### src/hw/rtl/qrs_pkg.sv
// Shared types and constants for the quadratic root solver.
// No dependencies.
package qrs_pkg;

  localparam int ROOT_WIDTH = 34;
  localparam int CNT_WIDTH  = 2;

  localparam logic [CNT_WIDTH-1:0] CNT_NONE = 2'd0;
  localparam logic [CNT_WIDTH-1:0] CNT_ONE  = 2'd1;
  localparam logic [CNT_WIDTH-1:0] CNT_TWO  = 2'd2;

  // control that travels with each beat down the cell chains
  typedef struct packed {
    logic                 valid;
    logic [CNT_WIDTH-1:0] cnt;
  } ctl_t;

endpackage

### src/hw/rtl/qrs_div_cell.sv
// One quotient bit of a restoring unsigned divider.
// Depends on qrs_pkg.
module qrs_div_cell #(
  parameter int NW     = 34,
  parameter int DNW    = 17,
  parameter int SIDE_W = 1
) (
  input  logic                 clk,
  input  logic                 rst,
  input  qrs_pkg::ctl_t        in_ctl,
  input  logic [NW-1:0]        in_nq,
  input  logic [DNW-1:0]       in_rem,
  input  logic [DNW-1:0]       in_den,
  input  logic [SIDE_W-1:0]    in_side,
  output qrs_pkg::ctl_t        out_ctl,
  output logic [NW-1:0]        out_nq,
  output logic [DNW-1:0]       out_rem,
  output logic [DNW-1:0]       out_den,
  output logic [SIDE_W-1:0]    out_side
);
  import qrs_pkg::*;

  logic [DNW:0] r2;
  logic         ge;

  assign r2 = {in_rem, in_nq[NW-1]};
  assign ge = r2 >= {1'b0, in_den};

  always_ff @(posedge clk) begin
    if (rst) begin
      out_ctl <= '0;
    end else begin
      out_ctl <= in_ctl;
    end
    // numerator shifts out the top while quotient bits enter at the bottom
    out_rem  <= DNW'(ge ? r2 - {1'b0, in_den} : r2);
    out_nq   <= {in_nq[NW-2:0], ge};
    out_den  <= in_den;
    out_side <= in_side;
  end

endmodule
### config.mk
export PLATFORM = sky130hd
export DESIGN_NAME = qrs_div_cell
export DESIGN_NICKNAME = d
export VERILOG_FILES = /design/src/hw/rtl/qrs_pkg.sv /design/src/hw/rtl/qrs_div_cell.sv
export SDC_FILE = /design/constraint.sdc
export NUM_CORES = 1
export LEC_CHECK = 0
export ABC_AREA = 1
export ABC_CLOCK_PERIOD_IN_PS = 4600
export BUFFER_PORTS_ARGS = -buffer_cell sky130_fd_sc_hd__buf_2
export CORE_ASPECT_RATIO = 1.1
export CORE_MARGIN = 4
export CORE_UTILIZATION = 33
export CTS_BUF_LIST = sky130_fd_sc_hd__clkbuf_8
export DETAILED_ROUTE_END_ITERATION = 10
export GPL_TIMING_DRIVEN = 0
export PLACE_DENSITY = 0.57
export SETUP_SLACK_MARGIN = 0.2
export SLEW_MARGIN = 10
export SYNTH_ARGS = -nofsm -noshare
export SYNTH_HDL_FRONTEND = slang
export SYNTH_SLANG_ARGS = --single-unit
### constraint.sdc
create_clock -name clk -period 4.6 [get_ports clk]
set_input_delay 0.92 -clock clk [delete_from_list [all_inputs] [get_ports clk]]
set_output_delay 0.92 -clock clk [all_outputs]
set_load 0.03 [all_outputs]
==> load_flow_metrics.sql <==
INSERT INTO impl_metrics (metric_group, metric, value, unit) VALUES
('critical_path', 'setup.worst_path.class', 'in -> reg', ''),
('critical_path', 'timing.critical_path.arrival', '2650', 'ps'),
('global_routing', 'grt_first_pass_wirelength', '12.8', 'mm'),
('global_routing', 'first_global_vias', '2630', ''),
('clocking', 'clkTransAtPathRegs', '80', 'ps'),
('clocking', 'cts-htree-levels', '3', ''),
('global_routing', 'globalRoute.totalOverflow', '0', ''),
('logic_synthesis', 'yosys.cell_count.top_type', 'nand2_1', ''),
('final_layout', 'layoutNonFillerInstCount', '654', ''),
('logic_synthesis', 'synthesis.nets', '471', ''),
('timing', 'finalHoldViolations', '0', ''),
('timing', 'relSlewSlack', '0.693', ''),
('clocking', 'max-clock-path-buffers', '2', ''),
('floorplan', 'io_pins', '146', ''),
('pwr', 'total_leakage_power', '0.00241', 'µW'),
('final_layout', 'post_route_cells_drive_above_1_share', '0.391', ''),
('route', 'routedWlPerCell', '12.3', 'µm'),
('floorplan', 'chipHeight', '109', 'µm'),
('logic_synthesis', 'synthXorXnorAreaFrac', '0.0198', ''),
('final_layout', 'num-fill-cells', '954', ''),
('route', 'dr.first_iter.drc_count', '79', ''),
('logic_synthesis', 'synth_seq_cells', '72', ''),
('logic_synthesis', 'share_of_the_yosys_chip_area_belonging_to_registers', '0.467', ''),
('logic_synthesis', 'yosys-top-cells-area', 'dfxtp_1 (47%), nand2_1 (13%), inv_1 (8.1%), ha_1 (6.9%), nand3_1 (4.7%)', ''),
('min_path', 'holdCritPathClass', 'in -> reg', ''),
('route', 'route.detailed.drc', '0', ''),
('logic_synthesis', 'synth-warning-count', '0', ''),
('logic_synthesis', 'post_synth_mux_area_share', '0', ''),
('logic_synthesis', 'synth_largest_area_cell', 'dfxtp_1', ''),
('floorplan', 'die_w', '100', 'µm'),
('logic_synthesis', 'netlist-cell-type-count', '26', ''),
('global_routing', 'grt_start_max_net_pins', '13', ''),
('floorplan', 'initial_utilization', '0.343', ''),
('critical_path', 'critPathRequiredTime', '4830', 'ps'),
('run_status', 'outcome', 'finished, final reports clean', ''),
('global_routing', 'antenna_violations_before_repair', '0', ''),
('placed_design', 'io_buffers', '145', ''),
('logic_synthesis', 'post_synth_instance_area', '3090', 'µm²'),
('min_path', 'holdPathEnd', 'out_nq[23]$_DFF_P_', ''),
('logic_synthesis', 'postSynthAreaPerCell', '8.15', 'µm²'),
('pwr', 'cellPowerDensity', '382', 'nW/µm²'),
('logic_synthesis', 'ys_dominant_reg_cell', 'dfxtp_1', ''),
('logic_synthesis', 'synth_top_family_by_area', 'simple AND/OR/NAND/NOR gates', ''),
('pwr', 'power.share.combinational', '0.271', ''),
('route', 'antenna_violating_nets_post_route', '0', ''),
('critical_path', 'critPathLaunchType', 'input port', ''),
('timing', 'postLayoutSetupSlackWorst', '2180', 'ps'),
('logic_synthesis', 'postSynth.asyncResetShare', '0', ''),
('route', 'detail_route.vias_per_cell', '4.24', ''),
('critical_path', 'cp_max_fo', '10', ''),
('logic_synthesis', 'synth_edf_count', '0', ''),
('logic_synthesis', 'yosys.area.top_type_share', '0.467', ''),
('critical_path', 'crit_path_end_kind', 'flop', ''),
('timing', 'rsz_0062_raised_after_global_routing', 'no', ''),
('floorplan', 'rows', '36', ''),
('clocking', 'clock_root_buffer_master', 'clkbuf_8', ''),
('timing', 'setup_violations', '0', ''),
('route', 'route.vias.total', '2771', ''),
('logic_synthesis', 'synthAdderAreaFrac', '0.0753', ''),
('final_layout', 'areaGrowthSynthToFinish', '34.0', '%'),
('logic_synthesis', 'share_of_the_synthesized_area_in_compound_gates_ao_oa_aoi_oai', '0.0231', ''),
('pwr', 'netSwitchingPower', '538', 'µW'),
('clocking', 'cts_tree', 'yes', ''),
('placed_design', 'hpwl', '6.57', 'mm'),
('logic_synthesis', 'synth-simple-area-share', '0.313', ''),
('logic_synthesis', 'synth.top_cells.by_count', 'nand2_1 (107), dfxtp_1 (72), inv_1 (67)', ''),
('timing', 'fin_crit_sh', '0.526', ''),
('floorplan', 'die_area', '11000', 'µm²'),
('timing', 'slew_viol_final', '0', ''),
('final_layout', 'antenna-diode-count', '0', ''),
('placed_design', 'placed_cells_incl_taps', '638', '');
## kinds of logic after synthesis
| family | after synthesis |
|---|---|
| and+or+nand+nor | 194 |
| AOI/OAI and AO/OA | 12 |
| buffers and inverters | 76 |
| adders and majority gates | 18 |
| DFF | 72 |
| xor gates and xnor gates | 7 |
## worst max-delay path, stage by stage
cell and delay (ps):
buf_2 110, ha_1 370, nand2_2 120, inv_2 60, nand2_4 60, a21oi_2 60
nor3_4 410, nand2_4 200, buf_12 220, nand2_4 60, nand2_2 60
## power by group through the flow
stage / sequential (µW) / combinational, µW / clock, µW
4_1_cts: 689 / 436 / 482
3_5_place_dp: 703 / 435 / 0
2_1_floorplan: 819 / 189 / 0
3_3_place_gp: 702 / 433 / 0
6_report: 689 / 428 / 465
5_1_grt: 695 / 474 / 507
## sequential cells by signal, indices dropped and copies added, names as in the netlist
signal and count:
out_rem 17, out_den 17, out_ctl 3, out_side 1, out_nq 34
## layer usage
layer  routed length [µm]  up-vias  global-route usage
met5                    0        -                   0
met4                   97        0              0.0462
met3                  824        8              0.0552
met2                 3660      111               0.249
met1                 3440     1188               0.182
li1                     -     1464                   -
## cells in the final DEF, fill, tap and decap left out
cell and count:
buf_2 146, nand2_1 107, dfxtp_1 72, inv_1 68
nand3_1 29, nand2_2 17, ha_1 17, nand2_4 12
nor2_1 11, clkbuf_8 11, a21oi_1 9, xor2_1 7
nor2_2 5, inv_2 4, nand3_2 4, nand4_1 4
a21oi_2 2, nor3_1 2, clkinv_2 2, o21ai_2 1
clkinv_1 1, buf_6 1, nor3_4 1, nor3_2 1
buf_12 1, and2_1 1, buf_4 1, fa_1 1
inv_6 1, clkinv_4 1
## how the worst max path moves through the flow
stage | start | endpoint | slack, ps | cells past startpoint
after detailed placement | in_rem[10] | out_rem[6]$_DFF_P_ | 1770 | 11
final | in_rem[11] | out_rem[6]$_DFF_P_ | 2180 | 11
after floorplan | in_den[13] | out_rem[4]$_DFF_P_ | 2250 | 11
after global routing | in_den[7] | out_rem[6]$_DFF_P_ | 2010 | 12
after CTS | in_den[7] | out_rem[6]$_DFF_P_ | 2140 | 12
after global placement | in_rem[10] | out_rem[6]$_DFF_P_ | 1710 | 11
## cell type report
type	instances	area [µm²]	area share
Buffer	4	43.8	0.0106
Clock buffer	11	151	0.0366
Clock inverter	5	31.3	0.00756
Inverter	72	270	0.0653
Multi-Input combinational cell	231	1330	0.322
Sequential cell	72	1440	0.348
Tap cell	114	143	0.0345
Timing Repair Buffer	145	726	0.175
## stage by stage
step / util / hold WS [ps] / cell area, µm² / total power (µW)
floorplan: - / 948 / 3090 / 1010
global placement: 0.439 / 1020 / 3960 / 1140
detailed placement: 0.439 / 1020 / 3960 / 1140
CTS: 0.460 / 662 / 4140 / 1610
global route: 0.460 / 654 / 4140 / 1680
finish: 0.460 / 678 / 4140 / 1580
(Power assumes the default switching activity.)
