$ cat src/hw/rtl/qrs_pkg.sv
// Shared types and constants for the quadratic root solver.
// No dependencies.
package qrs_pkg;

  localparam int ROOT_WIDTH = 34;
  localparam int CNT_WIDTH  = 2;

  localparam logic [CNT_WIDTH-1:0] CNT_NONE = 2'd0;
  localparam logic [CNT_WIDTH-1:0] CNT_ONE  = 2'd1;
  localparam logic [CNT_WIDTH-1:0] CNT_TWO  = 2'd2;

  // control that travels with each beat down the cell chains
  typedef struct packed {
    logic                 valid;
    logic [CNT_WIDTH-1:0] cnt;
  } ctl_t;

endpackage

$ cat src/hw/rtl/qrs_sqrt_cell.sv
// One digit of a restoring square root: takes one radicand bit pair per beat.
// Depends on qrs_pkg.
module qrs_sqrt_cell #(
  parameter int SQ     = 33,
  parameter int XW     = 66,
  parameter int SIDE_W = 8
) (
  input  logic                 clk,
  input  logic                 rst,
  input  qrs_pkg::ctl_t        in_ctl,
  input  logic [XW-1:0]        in_x,
  input  logic [SQ-1:0]        in_rem,
  input  logic [SQ-1:0]        in_root,
  input  logic [SIDE_W-1:0]    in_side,
  output qrs_pkg::ctl_t        out_ctl,
  output logic [XW-1:0]        out_x,
  output logic [SQ-1:0]        out_rem,
  output logic [SQ-1:0]        out_root,
  output logic [SIDE_W-1:0]    out_side
);
  import qrs_pkg::*;

  logic [SQ+1:0] rem2;
  logic [SQ+1:0] trial;
  logic          ge;

  assign rem2  = {in_rem, in_x[XW-1:XW-2]};
  assign trial = {in_root, 2'b01};
  assign ge    = rem2 >= trial;

  always_ff @(posedge clk) begin
    if (rst) begin
      out_ctl <= '0;
    end else begin
      out_ctl <= in_ctl;
    end
    // final remainder may exceed SQ bits; it is never used past the last cell
    out_rem  <= SQ'(ge ? rem2 - trial : rem2);
    out_root <= {in_root[SQ-2:0], ge};
    out_x    <= {in_x[XW-3:0], 2'b00};
    out_side <= in_side;
  end

endmodule

$ cat config.mk
export PLATFORM = sky130hd
export DESIGN_NAME = qrs_sqrt_cell
export DESIGN_NICKNAME = d
export VERILOG_FILES = /design/src/hw/rtl/qrs_pkg.sv /design/src/hw/rtl/qrs_sqrt_cell.sv
export SDC_FILE = /design/constraint.sdc
export NUM_CORES = 1
export LEC_CHECK = 0
export BUFFER_PORTS_ARGS = -buffer_cell sky130_fd_sc_hd__clkbuf_2
export CORE_UTILIZATION = 30
export CTS_CLUSTER_SIZE = 16
export DETAILED_ROUTE_END_ITERATION = 12
export GPL_TIMING_DRIVEN = 0
export HOLD_SLACK_MARGIN = 0.06
export SKIP_CTS_REPAIR_TIMING = 1
export SLEW_MARGIN = 30
export SYNTH_ARGS = -nofsm -noshare
export SYNTH_HDL_FRONTEND = slang
export SYNTH_SLANG_ARGS = --single-unit
$ cat constraint.sdc
create_clock -name clk -period 3.85 [get_ports clk]
set_input_delay 0.77 -clock clk [delete_from_list [all_inputs] [get_ports clk]]
set_output_delay 0.77 -clock clk [all_outputs]
set_load 0.005 [all_outputs]
==> impl_results.md, run 1 <==
* Clk sinks at 141
* Netlist cell types at 53
* Max clock buf depth at 2
* Startpoint types: primary input
* GRT busiest layer: met2
* Drt pass-1 iters at 4
* Share of post-route cells with drive strength above 1 at 46.71%
* CP Data Arrival Time at 3.55 ns
* Status: completed
* DRC Markers at 0
* Met3 Use GR at 6.210%
* Worst setup path startpoint: in_root[18]
* Row count at 48
* Gr ovfl total at 0
* Die Width at 135.4 um
* CP required at 4.16 ns
* Fmax at 0.3085 GHz
* Crit path cell chain: clkbuf_2, inv_1, ha_1, buf_2, nand4_1, or4_1, o41ai_2, a21oi_1, a21bo_1, buf_6, buf_12, mux2_4
* Max-capacitance violation count at 0
* Nets at 957
* Routability Congestion at 0.8228
* Commonest non-fill, non-tap cells in the layout: 285 x clkbuf_2, 141 x dfxtp_1, 44 x inv_1
* HP Class: in -> reg
* Pwr Density at 526.7 mW/mm^2
* Worst Max-Slew Pin Slew at 0.6841 ns
* RSZ-0062 raised after global routing: false
* Starting Density at 30.77%
* Initial antenna violation count at 0
* Synth warn at 0
* Post-synth top area cell: dfxtp_1
* GR Util met1 at 18.05%
* Slew margin rel. at 54.12%
* Vias in the first global route at 4230
* Routed WL at 14970 um
* Avg WL per Cell at 14.75 um
* Avg Synthesized Cell Area at 11.32 um^2
* Endpoints failing setup at 0
* Final HPWL DP at 12190 um
* Pin count of the biggest net entering global routing at 19
* Synth top area cells: dfxtp_1 53%, ha_1 8.2%, mux2_4 7.6%
* DR vias at 4408
* Die Area at 0.01834 mm^2
* Grt met2 use at 28.12%
* Htree depth at 4
* Clk slew on worst S/H paths at 0.08 ns
* Crit Path Category: in -> reg
* Clock Tree Root: clkbuf_16
* Vias per cell at 4.343
* Inserted Diodes at 0
* Mapped Cells at 472
* Static leakage at 3.985 nW
* PortBufs at 285
* Post-synth ARST share at 0%
* Final Hold Viols at 0
* Synthesized cell area at 0.005341 mm^2
* Layout area overhead at 43.55%
* Max stage delay cell, worst path: or4_1
* Peak supply drop at 0.3229 mV
* Die height at 135.4 um
* Slowest stage delay, CP at 0.58 ns
* Hold WS at 0.4383 ns
* Final period utilization at 84.21%
* TritonCTS Buffers at 17
* Min-Delay Startpoint: in_x[10]
* Final min period at 3.242 ns
* Routed Antenna Nets at 0
* Commonest non-fill, non-tap cell in the layout: clkbuf_2
* Final worst setup slack at 0.6080 ns
* Gr usage total at 16.20%
* Proportion of netlist area held by the largest area contributor at 52.85%
* Core box area at 0.01736 mm^2
* Setup_tns at 0 ns
* Slew Limit Fails at 0
* Pre-CTS setup slack at 0.1369 ns
* Sequential share of the synthesized area at 52.85%
* Ys flop type: dfxtp_1
* Boundary pin count at 288
* First-pass GRT wire length at 22140 um
* Starting DRC count in detailed routing at 153
* EDFF count, synth at 0
* Crit. End Element: register
* Flops & latches, synth at 141
* CP Max Fanout at 10
* CTS tree: done
-- sequential cells by signal, summed over array words and instances (netlist names) --
signal and count:
out_x 64, out_root 33, out_ctl 3, out_side 8, out_rem 33
-- final timing paths --
path	to	cells past startpoint
setup / recovery	out_rem[20]	12
hold / removal	out_x[12]	1
-- synth_stat cells (2+ instances only) --
library cell    n
dfxtp_1       141
inv_1          44
ha_1           35
a21oi_1        33
mux2_4         27
nand2_1        24
xnor2_1        22
o21ai_0        16
a21o_1         15
nor2_1         14
nand4_1         8
o21bai_1        7
xor2_1          7
and3_1          6
nor2b_1         6
o21a_1          6
nand3_1         5
buf_2           4
buf_4           4
nor3_1          4
buf_12          3
clkbuf_1        3
mux2_2          3
o31a_1          3
a211oi_1        2
a31o_2          2
or3_1           2
-- metrics by stage --
step | total power, mW | utilization [%] | instance area [um^2] | std cells
3_5_place_dp | 2.421 | 40.64 | 7053 | 983
2_1_floorplan | 2.111 | - | 5345 | 473
3_3_place_gp | 2.413 | 40.64 | 7053 | 983
5_1_grt | 4.231 | 44.18 | 7667 | 1015
4_1_cts | 4.100 | 44.18 | 7667 | 1015
6_report | 4.038 | 44.18 | 7667 | 1015
-- final cells by class --
class                      count  area [um^2]
tap                          225        281.5
fill                        1700         9689
buffer                        15        132.6
clock inverter                15        188.9
inverter                      44        165.2
clock buffer                  17        425.4
multi-input combinational    273         2225
sequential                   141         2823
timing repair buffer         285         1426
-- cell families (layout without fill, tap and decap cells) --
kind of cell | after synthesis | in the layout | share of synthesized area (%)
adder cells (fa/ha/maj) | 35 | 35 | 8.199
XOR/XNOR | 29 | 29 | 4.755
AO/OA/AOI/OAI | 104 | 104 | 13.66
other | 1 | 2 | 0.07021
AND/OR/NAND/NOR | 72 | 72 | 6.489
buffers and inverters | 59 | 376 | 5.575
multiplexers | 31 | 31 | 8.409
flip-flops | 141 | 141 | 52.85
-- metal layers --
layer / part of all wire [%] / wire, um
met1: 41 / 6097
met2: 49 / 7392
met3: 8.5 / 1272
met4: 1.4 / 204
met5: 0 / 0
-- critical path: cells and delay by family --
family | cells | cell delay, ns
adder cells (fa/ha/maj) | 1 | 0.26
buffers and inverters | 5 | 0.66
AO/OA/AOI/OAI | 3 | 0.80
multiplexers | 1 | 0.31
AND/OR/NAND/NOR | 2 | 0.76
-- report_power, final --
part | internal, mW | leakage (nW) | switching, mW
clock network | 0.884 | 0.298 | 0.775
logic | 0.402 | 2.50 | 0.356
registers | 1.59 | 1.19 | 0.0321
(Power assumes the default switching activity.)
==> run 2, diff against run 1 <==
--- a/config.mk
+++ b/config.mk
@@ -5,6 +5,7 @@
 export SDC_FILE = /design/constraint.sdc
 export NUM_CORES = 1
 export LEC_CHECK = 0
+export ABC_AREA = 1
 export BUFFER_PORTS_ARGS = -buffer_cell sky130_fd_sc_hd__clkbuf_2
 export CORE_UTILIZATION = 30
 export CTS_CLUSTER_SIZE = 16
==> constraint.sdc (replaced) <==
create_clock -name clk -period 2.8 [get_ports clk]
set_input_delay 0.56 -clock clk [delete_from_list [all_inputs] [get_ports clk]]
set_output_delay 0.56 -clock clk [all_outputs]
set_load 0.005 [all_outputs]
==> run 2 against run 1 <==
Synthesized cell count grew 77%. Sequential cell count is the same. Clock power grew 37%. Synthesized area grew 14%. Sequential power grew 37%. Worst setup slack improved by 0.054 ns. Power is 38% higher. Critical path type unchanged. Largest cell class unchanged.
==> impl_results.md, run 2 <==
* Status: completed (unchanged)
* GR Util met1 at 22.04% (was 18.05%)
* Initial antenna violation count at 1 (was 0)
* Endpoints failing setup at 0 (unchanged)
* Met3 Use GR at 6.219% (was 6.210%)
* Xor/xnor share of the synthesized area at 2.007% (was 4.755%)
* Slew Limit Fails at 0 (unchanged)
* Flops & latches, synth at 141 (unchanged)
* HP Class: in -> reg (unchanged)
* Regs by FF count: out_x (64), out_rem (33), out_root (33) (unchanged)
* Routed Antenna Nets at 0 (unchanged)
* Final Hold Viols at 0 (unchanged)
* Gr usage total at 19.41% (was 16.20%)
* CP bufs+invs at 3 (was 5)
* CP Data Arrival Time at 2.51 ns (was 3.55 ns)
* Simple-Gate Fraction of Synth Area at 30.90% (was 6.489%)
* Most common cell in the netlist: nand2_1 (was dfxtp_1)
* Most frequent cells after synthesis: 313 x nand2_1, 159 x inv_1, 141 x dfxtp_1, 40 x nand3_1, 35 x ha_1 (was 141 x dfxtp_1, 44 x inv_1, 35 x ha_1, 33 x a21oi_1, 27 x mux2_4)
* Sequential share of power at 39.9% (was 40.1%)
* Clock Tree Root: clkbuf_16 (unchanged)
* Netlist cell types at 26 (was 53)
* CP Max Fanout at 10 (unchanged)
* Multi-input logic area at 0.002579 mm^2 (was 0.002225 mm^2)
* PortBufs at 285 (unchanged)
* Clock power share at 41.1% (about the same)
* Synth top area cells: dfxtp_1 46%, nand2_1 19%, inv_1 9.8% (was dfxtp_1 53%, ha_1 8.2%, mux2_4 7.6%)
* Mux share of post-synthesis cell area at 0% (was 8.409%)
* Die Area at 0.02094 mm^2 (was 0.01834 mm^2)
* Vias per cell at 4.102 (was 4.343)
* Commonest non-fill, non-tap cell in the layout: nand2_1 (was clkbuf_2)
* Slowest stage delay, CP at 0.36 ns (was 0.58 ns)
* Crit. End Element: register (unchanged)
* Switching power at 1.686 mW (was 1.164 mW)
* Largest family of logic cells by synthesized area: simple AND/OR/NAND/NOR gates (was compound AO/OA/AOI/OAI gates)
* Htree depth at 4 (unchanged)
* Synth warn at 0 (unchanged)
* Mapped Cells at 836 (was 472)
* CP delay by family, top: simple AND/OR/NAND/NOR gates (was compound AO/OA/AOI/OAI gates)
* Sequential share of the synthesized area at 46.20% (was 52.85%)
* GRT busiest layer: met2 (unchanged)
* Avg Synthesized Cell Area at 7.308 um^2 (was 11.32 um^2)
* Core box area at 0.01972 mm^2 (was 0.01736 mm^2)
* Startpoint types: primary input (unchanged)
* TritonCTS Buffers at 17 (unchanged)
* Ys flop type: dfxtp_1 (unchanged)
* Avg WL per Cell at 14.07 um (was 14.75 um)
* Die height at 144.7 um (was 135.4 um)
* Pin count of the biggest net entering global routing at 17 (was 19)
* Static leakage at 5.001 nW (was 3.985 nW)
* Clk slew on worst S/H paths at 0.07 ns (was 0.08 ns)
* Row count at 51 (was 48)
* Gr ovfl total at 0 (unchanged)
* Crit Path Category: in -> reg (unchanged)
* Crit path cell chain: clkbuf_2, inv_1, ha_1, nand2_1, nor2_1, nand2_1, nor2_2, nand3_1, nand2_1, nor2_2, nand2_4, buf_6, nand3_1, nand2_1 (was clkbuf_2, inv_1, ha_1, buf_2, nand4_1, or4_1, o41ai_2, a21oi_1, a21bo_1, buf_6, buf_12, mux2_4)
* Compound-gate portion of the synthesized area at 2.007% (was 13.66%)
* Boundary pin count at 288 (unchanged)
* Peak supply drop at 0.3904 mV (was 0.3229 mV)
* Cell Int Power at 3.880 mW (was 2.875 mW)
* DR vias at 5821 (was 4408)
* Vias in the first global route at 5669 (was 4230)
* Nets at 1321 (was 957)
* Drt pass-1 iters at 4 (unchanged)
* CP required at 3.17 ns (was 4.16 ns)
* Hold WS at 0.2292 ns (was 0.4383 ns)
* Grt met2 use at 34.49% (was 28.12%)
* Post-synth ARST share at 0% (unchanged)
* Combinational share of power at 19.0% (was 18.8%)
* Max-capacitance violation count at 0 (unchanged)
* Post-synth top area cell: dfxtp_1 (unchanged)
* CTS tree: done (unchanged)
* Synthesized cell area at 0.006110 mm^2 (was 0.005341 mm^2)
* Starting Density at 30.99% (was 30.77%)
* First-pass GRT wire length at 29720 um (was 22140 um)
* Proportion of netlist area held by the largest area contributor at 46.20% (was 52.85%)
* Final min period at 2.138 ns
* Setup_tns at 0 ns (unchanged)
* Biggest register: out_x (unchanged)
* Inserted Diodes at 0 (unchanged)
* Share of post-route cells with drive strength above 1 at 31.37% (was 46.71%)
* Max stage delay cell, worst path: ha_1 (was or4_1)
* Routed WL at 19970 um (was 14970 um)
* Switching share of total power at 30.29% (was 28.82%)
* Final worst setup slack at 0.6618 ns (was 0.6080 ns)
* Register area at 0.002823 mm^2 (unchanged)
* Crit-path most repeated cell: nand2_1
* Synth Area in Adders at 7.168% (was 8.199%)
* Commonest non-fill, non-tap cells in the layout: 313 x nand2_1, 285 x clkbuf_2, 159 x inv_1 (was 285 x clkbuf_2, 141 x dfxtp_1, 44 x inv_1)
* EDFF count, synth at 0 (unchanged)
* Die Width at 144.7 um (was 135.4 um)
* RSZ-0062 raised after global routing: false (unchanged)
* Max clock buf depth at 2 (unchanged)
* Clk sinks at 141 (unchanged)
* Fmax at 0.4677 GHz
* DRC Markers at 0 (unchanged)
* Max FFs per register at 64 (unchanged)
* Final period utilization at 76.37%
* Final-layout fill cell count at 2106 (was 1700)
* Routability Congestion at 0.8939 (was 0.8228)
* Final HPWL DP at 16850 um (was 12190 um)
* Starting DRC count in detailed routing at 207 (was 153)
* Pwr Density at 657.8 mW/mm^2 (was 526.7 mW/mm^2)
* Layout area overhead at 38.48% (was 43.55%)
* Power after layout at 5.565 mW (was 4.038 mW)
* Pre-CTS setup slack at 0.2284 ns (was 0.1369 ns)
## run 2: cell count changes in the layout (fill, tap and decap cells not counted), moves of 9 or more
cell and change:
nand3b_1 +10, xnor2_1 -22, inv_1 +115, mux2_4 -27
nand2_2 +17, nand2_1 +289, nand3_1 +35, o21ai_0 -15
a21oi_1 -11, nor2_2 +9, a21o_1 -14, nor2_1 +20
## run 2: final timing paths
kind  cells past startpoint   startpoint     endpoint  slack [ns]
min                       1     in_x[16]    out_x[18]        0.23
max                      14  in_root[18]  out_rem[19]        0.66
## run 2: through the flow
stage / utilization [%] / std cells / area, um^2
final: 42.91 / 1419 / 8461
after global routing: 42.91 / 1419 / 8461
after CTS: 42.91 / 1419 / 8461
after detailed placement: 39.92 / 1387 / 7871
after global placement: 39.92 / 1387 / 7871
after floorplan: - / 837 / 6113
## run 2: power groups by stage
stage          clock, mW  combinational [mW]  sequential [mW]
3_3_place_gp           0                1.07             2.27
5_1_grt             2.43                1.21             2.24
6_report            2.28                1.06             2.22
2_1_floorplan          0               0.564             2.29
3_5_place_dp           0                1.07             2.27
4_1_cts             2.34                1.08             2.22
## run 2: area by class of cell
class                      instances  area share [%]
sequential                       141           33.36
multi-input combinational        521           30.48
timing repair buffer             285           16.86
inverter                         167           7.439
clock buffer                      17           5.028
tap                              265           3.919
clock inverter                    15           1.937
buffer                             8          0.9760
## run 2: cells by family (layout without fill, tap and decap cells)
family / count (synthesis) / count (layout)
buf+inv: 175 / 492
flops: 141 / 141
fa+ha+maj: 35 / 35
simple gates: 446 / 446
compound gates: 24 / 24
xor+xnor: 14 / 14
other cells: 1 / 2
## run 2: routing by layer
layer  part of all wire [%]  wire length (um)
met1                     42              8438
met2                     48              9655
met3                    7.8              1563
met5                  0.090                18
met4                    1.5               292
==> run 3, diff against run 2 <==
--- a/config.mk
+++ b/config.mk
@@ -5,7 +5,7 @@
 export SDC_FILE = /design/constraint.sdc
 export NUM_CORES = 1
 export LEC_CHECK = 0
-export ABC_AREA = 1
+export ABC_AREA = 0
 export BUFFER_PORTS_ARGS = -buffer_cell sky130_fd_sc_hd__clkbuf_2
 export CORE_UTILIZATION = 30
 export CTS_CLUSTER_SIZE = 16
==> constraint.sdc (replaced) <==
create_clock -name clk -period 2.1 [get_ports clk]
set_input_delay 0.42 -clock clk [delete_from_list [all_inputs] [get_ports clk]]
set_output_delay 0.42 -clock clk [all_outputs]
set_load 0.005 [all_outputs]
==> run 3 against run 2 <==
The run now ends with negative setup slack left. Clock-buffer cell count up 1. Cell area up 1.3%. Global-route usage down 2.9 points. Combinational power up 67%. Sequential share of layout area down 0.44 points. Critical endpoint is now out_rem[4]. Utilization up 6.5 points. Worst setup slack worse by 1.1 ns. Largest power group is now registers.
==> impl_results.md, run 3 (synthesis gave the netlist of run 1 again) <==
* Status: complete, but fails checks (was completed)
* Violated checks: negative setup slack
* Final worst setup slack at -0.4316 ns (was 0.6618 ns)
* Pin count of the biggest net entering global routing at 17 (unchanged)
* DRC Markers at 0 (unchanged)
* Crit path cell chain: buf_6, inv_2, ha_4, and3_4, nand4_1, o211a_4, o21ai_4, a41oi_4, o221ai_2, a21bo_1, buf_8, buf_12, mux2_4 (was clkbuf_2, inv_1, ha_1, nand2_1, nor2_1, nand2_1, nor2_2, nand3_1, nand2_1, nor2_2, nand2_4, buf_6, nand3_1, nand2_1)
* Boundary pin count at 288 (unchanged)
* PortBufs at 285 (unchanged)
* Die Area at 0.01834 mm^2 (was 0.02094 mm^2)
* Vias in the first global route at 4221 (was 5669)
* Pwr Density at 896.5 mW/mm^2 (was 657.8 mW/mm^2)
* Final-layout fill cell count at 1618 (was 2106)
* TritonCTS Buffers at 17 (unchanged)
* First-pass GRT wire length at 22470 um (was 29720 um)
* Vias per cell at 4.424 (was 4.102)
* Biggest register: out_x (unchanged)
* Htree depth at 4 (unchanged)
* HP Class: in -> reg (unchanged)
* CP Max Fanout at 10 (unchanged)
* Final HPWL DP at 12340 um (was 16850 um)
* Share of post-route cells with drive strength above 1 at 57.11% (was 31.37%)
* Peak supply drop at 0.6695 mV (was 0.3904 mV)
* Slowest stage delay, CP at 0.31 ns (was 0.36 ns)
* CP required at 2.41 ns (was 3.17 ns)
* Clock Tree Root: clkbuf_16 (unchanged)
* Avg WL per Cell at 15.48 um (was 14.07 um)
* Gr ovfl total at 0 (unchanged)
* Clk sinks at 141 (unchanged)
* Static leakage at 4.266 nW (was 5.001 nW)
* CP Data Arrival Time at 2.84 ns (was 2.51 ns)
* Hold WS at 0.09536 ns (was 0.2292 ns)
* Max-capacitance violation count at 0 (unchanged)
* Routability Congestion at 0.8199 (was 0.8939)
* Commonest non-fill, non-tap cell in the layout: clkbuf_2 (was nand2_1)
* Gr usage total at 16.46% (was 19.41%)
* Commonest non-fill, non-tap cells in the layout: 269 x clkbuf_2, 141 x dfxtp_1, 42 x buf_4 (was 313 x nand2_1, 285 x clkbuf_2, 159 x inv_1)
* Die Width at 135.4 um (was 144.7 um)
* Fmax at 0.3950 GHz
* Max clock buf depth at 2 (unchanged)
* CP delay by family, top: compound AO/OA/AOI/OAI gates (was simple AND/OR/NAND/NOR gates)
* Final Hold Viols at 0 (unchanged)
* Layout area overhead at 60.53% (was 38.48%)
* Routed WL at 16330 um (was 19970 um)
* Crit Path Category: in -> reg (unchanged)
* RSZ-0062 raised after global routing: true (was false)
* Startpoint types: primary input (unchanged)
* Final min period at 2.532 ns
* Crit. End Element: register (unchanged)
* Row count at 48 (was 51)
* Starting Density at 30.77% (was 30.99%)
* Core box area at 0.01736 mm^2 (was 0.01972 mm^2)
* Nets at 997 (was 1321)
* Slew margin rel. at 57.35%
* DR vias at 4667 (was 5821)
* Initial antenna violation count at 0 (was 1)
* Worst Max-Slew Pin Slew at 0.6315 ns
* Regs by FF count: out_x (64), out_rem (33), out_root (33) (unchanged)
* Routed Antenna Nets at 0 (unchanged)
* CTS tree: done (unchanged)
* Inserted Diodes at 0 (unchanged)
* Util after Layout at 49.40% (was 42.91%)
* Power after layout at 7.687 mW (was 5.565 mW)
* Max stage delay cell, worst path: o211a_4 (was ha_1)
* Slew Limit Fails at 0 (unchanged)
* Starting DRC count in detailed routing at 203 (was 207)
* CP bufs+invs at 4 (was 3)
* Endpoints failing setup at 34 (was 0)
* Final period utilization at 120.6%
* Max FFs per register at 64 (unchanged)
* Clk slew on worst S/H paths at 0.07 ns (about the same)
* Drt pass-1 iters at 4 (unchanged)
* Die height at 135.4 um (was 144.7 um)
run 3: final timing paths:
kind | startpoint | to | slack [ns] | cells after the start
max | in_root[8] | out_rem[4] | -0.43 | 13
min | in_side[6] | out_side[6] | 0.1 | 1
run 3: power breakdown:
part	leakage [nW]	switching (mW)	internal, mW	total, mW
Combinational	2.79	0.778	0.994	1.77
Clock	0.288	1.32	1.62	2.94
Sequential	1.19	0.0622	2.91	2.98
Total	4.27	2.16	5.52	7.69
run 3: layout make-up:
class                      count  area [um^2]  share of cell area [%]
timing repair buffer         328         1901                   22.17
clock buffer                  18        439.2                   5.122
buffer                        12        157.7                   1.839
inverter                      44        192.7                   2.247
clock inverter                14        137.6                   1.605
sequential                   141         2823                   32.92
tap                          225        281.5                   3.283
multi-input combinational    273         2643                   30.82
run 3: layer usage:
layer / wire [um] / track usage (%) / up-vias / part of all wire, %
li1: - / - / 2311 / -
met1: 6421 / 17.96 / 2163 / 39
met2: 8380 / 28.97 / 175 / 51
met3: 1297 / 6.472 / 18 / 7.9
met4: 231 / 5.368 / 0 / 1.4
met5: 0 / 0 / - / 0
run 3: metrics by stage:
step                      cells  setup WS, ns  area, um^2  setup TNS (ns)
after global placement      983        -1.212        7208          -34.74
after global routing       1055       -0.4873        8574          -14.99
after detailed placement    983        -1.186        7208          -34.23
after CTS                  1015       -0.7683        7785          -19.36
final                      1055       -0.4316        8574          -13.30
after floorplan             473       -0.5932        5500          -18.78
